[src/sv/pgu_pkg.sv]
// Shared constants, payload structs and the saturation helper for the
// particle gravity update pipeline. No dependencies.
`default_nettype none
package pgu_pkg;

  localparam int FRAC_BITS = 16;
  localparam int ALPHA_W   = 17;
  // quotient bits of the fade divide: alpha spans 0 .. 1.0 inclusive
  localparam int Q_W       = FRAC_BITS + 1;
  localparam int DIV_STEPS = Q_W;

  typedef struct packed {
    logic [30:0] num;
    logic [30:0] den;
    logic        zero;
  } div_op_t;

  typedef struct packed {
    logic signed [31:0] nx;
    logic signed [31:0] ny;
    logic signed [31:0] nvx;
    logic signed [31:0] nvy;
    logic signed [31:0] px;
    logic signed [31:0] py;
    logic signed [31:0] n;
    logic               keep;
  } kin_res_t;

  function automatic logic signed [31:0] sat32(input logic signed [63:0] v);
    logic signed [31:0] res;
    if (v > 64'sd2147483647) begin
      res = 32'sh7FFF_FFFF;
    end else if (v < -64'sd2147483648) begin
      res = 32'sh8000_0000;
    end else begin
      res = v[31:0];
    end
    return res;
  endfunction

endpackage
`default_nettype wire

[src/sv/pgu_div.sv]
// Pipelined restoring divider for the fade: floor(num * 2^FRAC_BITS / den),
// one quotient bit per stage. Depends on pgu_pkg.
`default_nettype none
module pgu_div (
  input  wire logic        clk,
  input  wire logic        en,
  input  pgu_pkg::div_op_t op,
  output logic [16:0]      alpha
);
  import pgu_pkg::*;

  logic [30:0]    r_r    [DIV_STEPS];
  logic [Q_W-1:0] q_r    [DIV_STEPS];
  logic [30:0]    den_r  [DIV_STEPS];
  logic           zero_r [DIV_STEPS];
  logic [30:0]    r_nxt  [DIV_STEPS];
  logic [Q_W-1:0] q_nxt  [DIV_STEPS];

  always_comb begin
    logic [31:0] t;
    logic [30:0] dsrc;
    logic        ge;
    for (int k = 0; k < DIV_STEPS; k++) begin
      if (k == 0) begin
        t    = {1'b0, op.num};
        dsrc = op.den;
      end else begin
        t    = {r_r[k-1], 1'b0};
        dsrc = den_r[k-1];
      end
      ge = t >= {1'b0, dsrc};
      r_nxt[k] = ge ? 31'(t - {1'b0, dsrc}) : t[30:0];
      if (k == 0) begin
        q_nxt[k] = Q_W'(ge);
      end else begin
        q_nxt[k] = {q_r[k-1][Q_W-2:0], ge};
      end
    end
  end

  always_ff @(posedge clk) begin
    if (en) begin
      for (int k = 0; k < DIV_STEPS; k++) begin
        r_r[k] <= r_nxt[k];
        q_r[k] <= q_nxt[k];
        if (k == 0) begin
          den_r[k]  <= op.den;
          zero_r[k] <= op.zero;
        end else begin
          den_r[k]  <= den_r[k-1];
          zero_r[k] <= zero_r[k-1];
        end
      end
    end
  end

  assign alpha = zero_r[DIV_STEPS-1] ? '0 : ALPHA_W'(q_r[DIV_STEPS-1]);

endmodule
`default_nettype wire
[config.mk]
export PLATFORM = sky130hd
export DESIGN_NAME = pgu_div
export DESIGN_NICKNAME = d
export VERILOG_FILES = /design/src/sv/pgu_pkg.sv /design/src/sv/pgu_div.sv
export SDC_FILE = /design/constraint.sdc
export NUM_CORES = 2
export LEC_CHECK = 0
export CORE_MARGIN = 2
export CORE_UTILIZATION = 30
export CTS_BUF_LIST = sky130_fd_sc_hd__clkbuf_2
export DETAILED_ROUTE_END_ITERATION = 10
export DONT_BUFFER_PORTS = 1
export HOLD_SLACK_MARGIN = 0.06
export PLACE_DENSITY = 0.51
export REMOVE_ABC_BUFFERS = 1
export SLEW_MARGIN = 20
export SYNTH_ARGS = -nofsm -noshare
export SYNTH_HDL_FRONTEND = slang
export SYNTH_SLANG_ARGS = --single-unit
[constraint.sdc]
create_clock -name clk -period 3.57 [get_ports clk]
set_input_delay 0.714 -clock clk [delete_from_list [all_inputs] [get_ports clk]]
set_output_delay 0.714 -clock clk [all_outputs]
set_load 0.02 [all_outputs]
== Word level (Yosys, flattened, before mapping) ==
Memories as Yosys holds them, arrays and structs flattened.
Index checks and enable logic that the tools add are counted.

* Flip-flop bits (word level): 0
* RAM bits: 1360
* Input bits: 65
* Word-level logic and storage cells: 58
* Memories kept: 4

{| class="wikitable"
|+ Memories
! memory !! depth !! bits a word !! rd ports !! clocked after memory_dff !! wr ports !! line !! RTL
|-
| den_r || 17 || 31 || 16 || 0 || 17 || pgu_div.sv:14 || <nowiki>logic [30:0] den_r [DIV_STEPS];</nowiki>
|-
| r_r || 17 || 31 || 16 || 0 || 17 || pgu_div.sv:12 || <nowiki>logic [30:0] r_r [DIV_STEPS];</nowiki>
|-
| q_r || 17 || 17 || 17 || 0 || 17 || pgu_div.sv:13 || <nowiki>logic [Q_W-1:0] q_r [DIV_STEPS];</nowiki>
|-
| zero_r || 17 || 1 || 17 || 0 || 17 || pgu_div.sv:15 || <nowiki>logic zero_r [DIV_STEPS];</nowiki>
|}

* Add/sub/neg operators: 17
* Order comparisons: 17
* Mux-type cells: 20

{| class="wikitable"
|+ Operator list
! operator !! count
|-
| $mux W31 || 17
|-
| $sub A31 B31 Y31 || 17
|-
| $ge A32 B31 Y1 || 16
|-
| $ge A31 B31 Y1 || 1
|-
| $mux W17 || 1
|-
| $mux W1 || 2
|}

== Longest topological paths before layout ==
An unclocked memory read counts as a cell.

* Depth in word-level cells: 3
* Gate-level depth with buffers: 15
* Depth with buffers taken out: 14

== Worst setup path after synthesis ==
No wires, ideal clock.

* Path kind: in2reg
* Start: input op[2] in the netlist's numbering
* End: memory r_r[0][22], data pin
* Library setup time: 0.260 ns
* Arrival time: 3.387 ns
* Path slack: -0.076 ns
* Stages on the path: 13
* Path buffers: 1
* Path through: inv_1 ha_1 nor2b_1 o21a_1 o21ai_2 a2111oi_0 o21ai_1 o41ai_1 nor2_1 o21a_1 o31a_1 buf_6 mux2_2

{| class="wikitable"
|+ RTL lines
! item !! line !! RTL
|-
| from (decl) || pgu_div.sv:7 || <nowiki>input pgu_pkg::div_op_t op,</nowiki>
|-
| to (decl) || pgu_div.sv:12 ||
|}

==> flow_summary.json <==
{
  "drt-pass1-iter-count": 6,
  "synth_top_area_share_pct": 51.1,
  "die_area_mm2": 0.231,
  "stdcell_count": 10200,
  "area_growth_pct": 18.7,
  "finalCritPeriodShare_pct": 106,
  "maxSlewViolCount": 139,
  "rsz0062_at_grt": "true",
  "violations": "max-slew violations, negative setup slack",
  "synth_edf_count": 1162,
  "hpwl_mm": 117,
  "port_buffers": 0,
  "ys_ff_latch": 1162,
  "grt_pass1_wl_mm": 251,
  "seqCellArea_mm2": 0.0349,
  "grtUsageTotal_pct": 13.4,
  "insertion_delay_ns": 1.71,
  "cap_viol_max_count": 0,
  "chipWidth_um": 481,
  "rows": 175,
  "multiInputGateArea_mm2": 0.0312,
  "cp_slowest_cell": "or4_4",
  "layout_setup_ws_ns": -0.201,
  "ys_async_sr_fraction_pct": 0,
  "path_buf_inv": 2,
  "grt_max_degree": 224,
  "synth_top_area_cell": "edfxtp_1",
  "netlist_instances": 6131,
  "hold_path.class": "input port to register",
  "cts.clk_slew.worst_paths_ns": 0.09,
  "worst-setup-path-type": "register to register",
  "fill_cells": 22300,
  "cts_tree": "built",
  "required_ns": 4.88,
  "vias_per_cell": 4.75,
  "synth.top_cells.by_area": "edfxtp_1, ha_1, a21oi_1, mux2_2, xnor2_1",
  "synth_warnings": 0,
  "avgSynthCellArea_um2": 11.1,
  "r2r_start": "den_r[0][62]",
  "antenna_found_initial": 3,
  "drt_iter0_markers": 2060,
  "worstPathMaxFanout": 8,
  "gp_congestion": 0.935,
  "synthFlopType": "edfxtp_1",
  "drive_above_1_share_pct": 19.8,
  "yosysUniqueCellTypes": 78,
  "irDropWorstVdd_v": 0.000400,
  "startpoint_type": "register",
  "netlist_area_mm2": 0.0682,
  "wl_mm": 162,
  "power.static_leakage_nw": 34.2,
  "holdPathStages": 2,
  "worst_slew_pin_slew_ns": 1.58,
  "grt_overflow_total": 0,
  "initial_utilization_pct": 30.1,
  "path_cells": "inv_2 > fa_2 > a21o_1 > a21o_1 > a221oi_4 > o21ai_2 > o41ai_4 > o21ai_2 > o21ai_2 > a21oi_2 > or4_4 > buf_12 > mux2_4",
  "synth_common_cells": "edfxtp_1, inv_1, a21oi_1",
  "chipHeight_um": 481,
  "yosysMostFrequentCell": "edfxtp_1",
  "numCtsBuffers": 325,
  "hold-worst-slack_ns": 0.310,
  "dpl.cell_count": 9395,
  "clockBufferDepth": 4,
  "worstHoldStart": "op[9]",
  "crit_path_frequent_cell": "o21ai_2",
  "hold_viol_final": 0,
  "min_to": "den_r[0][8]",
  "final-setup-viol-count": 77,
  "clockRootBuffer": "clkbuf_2",
  "cp_top_family": "compound AO/OA/AOI/OAI gates",
  "vias": 48200,
  "h-tree-depth": 5,
  "r2r_end": "r_r[0][122]",
  "grt_pass1_vias": 51100,
  "fin_util_pct": 35.7,
  "power_density_mw_per_mm2": 847,
  "cts_sinks": 1162,
  "status": "complete, but fails checks",
  "end_kind": "register",
  "layout_min_cycle_time_ns": 3.77,
  "route.detailed.drc": 0,
  "slowest_delay_ns": 0.65,
  "max_freq_ghz": 0.265,
  "wl_per_cell_um": 16.0,
  "crit_arrival_ns": 5.08,
  "ioPinCount": 82,
  "final_nets": 7543,
  "ff2ff_setup_slack_ns": -0.20,
  "finalClockSkew_ns": 0.179,
  "core_mm2": 0.227,
  "drtAntennaViolNets": 0,
  "seq_area_frac_synth_pct": 51.1,
  "slew-limit-headroom_pct": -5.26,
  "ff2ff_path_depth": 13
}
==> power breakdown <==
part	internal (W)	switching, W	total, W	leakage, nW
clock	0.00337	0.00552	0.00889	2.03
sequential	0.0204	0.00188	0.0223	11.3
combinational	0.0180	0.0194	0.0374	20.8
total	0.0418	0.0268	0.0686	34.2
==> how the worst max path moves through the flow <==
| stage | end | slack (ns) | cells past startpoint | startpoint |
|---|---|---|---|---|
| finish | r_r[0][122] | -0.20 | 13 | den_r[0][62] |
| global route | r_r[0][112] | -0.29 | 13 | den_r[0][63] |
| CTS | r_r[0][121] | -0.25 | 13 | den_r[0][62] |
| detailed placement | r_r[0][28] | -0.65 | 15 | op[32] |
| global placement | r_r[0][28] | -0.73 | 15 | op[32] |
| floorplan | r_r[0][359] | -2.67 | 11 | den_r[0][310] |
==> layout make-up <==
class / instances / area share [%]
Timing Repair Buffer: 647 / 7.54
Antenna cell: 11 / 0.0340
Sequential cell: 1162 / 43.1
Inverter: 650 / 3.01
Multi-Input combinational cell: 4150 / 38.5
Tap cell: 3009 / 4.65
Clock inverter: 67 / 0.343
Clock buffer: 454 / 2.81
==> registers in the layout (all words and copies together) (netlist names) <==
signal,cells
den_r,496
r_r,496
zero_r,17
q_r,153
==> layout by cell type (no fill, tap or decap), types with 273 or more instances in the layout <==
cell | Yosys | final
edfxtp_1 | 1162 | 1162
inv_1 | 649 | 640
a21oi_1 | 583 | 556
ha_1 | 526 | 515
clkbuf_2 | 0 | 454
buf_4 | 0 | 419
nor2_1 | 388 | 354
nand2_1 | 328 | 326
a21o_1 | 315 | 315
xnor2_1 | 281 | 281
o21ai_0 | 292 | 273
==> layer usage <==
layer,up-vias,GRT usage [%],share of wire [%]
met5,-,0,0
met4,0,9.11,6.7
met3,616,2.48,3.3
met2,1012,26.1,54
met1,22300,12.6,36
li1,24200,-,-
==> repair_timing <==
action | 4_1_cts | 5_1_grt
hold endpoints to repair | 656 | 0
buffers inserted | 9 | 33
hold buffers | 163 | 0
resized for setup | 73 | 208
gates cloned | 4 | 18
endpoints found under the setup margin | 193 | 306
pin swaps | 15 | 74
==> kinds of logic (layout without fill, tap and decap cells) <==
family | Yosys count | after routing | synth area share (%)
compound gates | 1639 | 1639 | 15.2
xor+xnor | 433 | 433 | 5.56
fa+ha+maj | 542 | 542 | 10.1
buf+inv | 819 | 1818 | 4.64
flops | 1162 | 1162 | 51.1
mux | 256 | 256 | 4.37
other cells | 0 | 11 | 0
simple gates | 1280 | 1280 | 9.01
==> through the flow <==
| stage | setup TNS (ns) | total power (W) | setup WS (ns) | instance area (um^2) |
|---|---|---|---|---|
| floorplan | -290.00 | 0.0465 | -2.67 | 67500 |
| global placement | -68.98 | 0.0570 | -0.732 | 74800 |
| detailed placement | -48.87 | 0.0574 | -0.654 | 74900 |
| CTS | -8.33 | 0.0675 | -0.253 | 79500 |
| global route | -14.72 | 0.0740 | -0.288 | 81000 |
| finish | -8.82 | 0.0686 | -0.201 | 81000 |
==> worst reg2reg max path: stages (launching register included) <==
cell      delay [ns]
edfxtp_1        0.37
inv_2           0.06
fa_2            0.38
a21o_1          0.17
a21o_1          0.20
a221oi_4        0.28
o21ai_2         0.13
o41ai_4         0.30
o21ai_2         0.11
o21ai_2         0.25
a21oi_2         0.09
or4_4           0.65
buf_12          0.21
mux2_4          0.30
(Power assumes the default switching activity.)
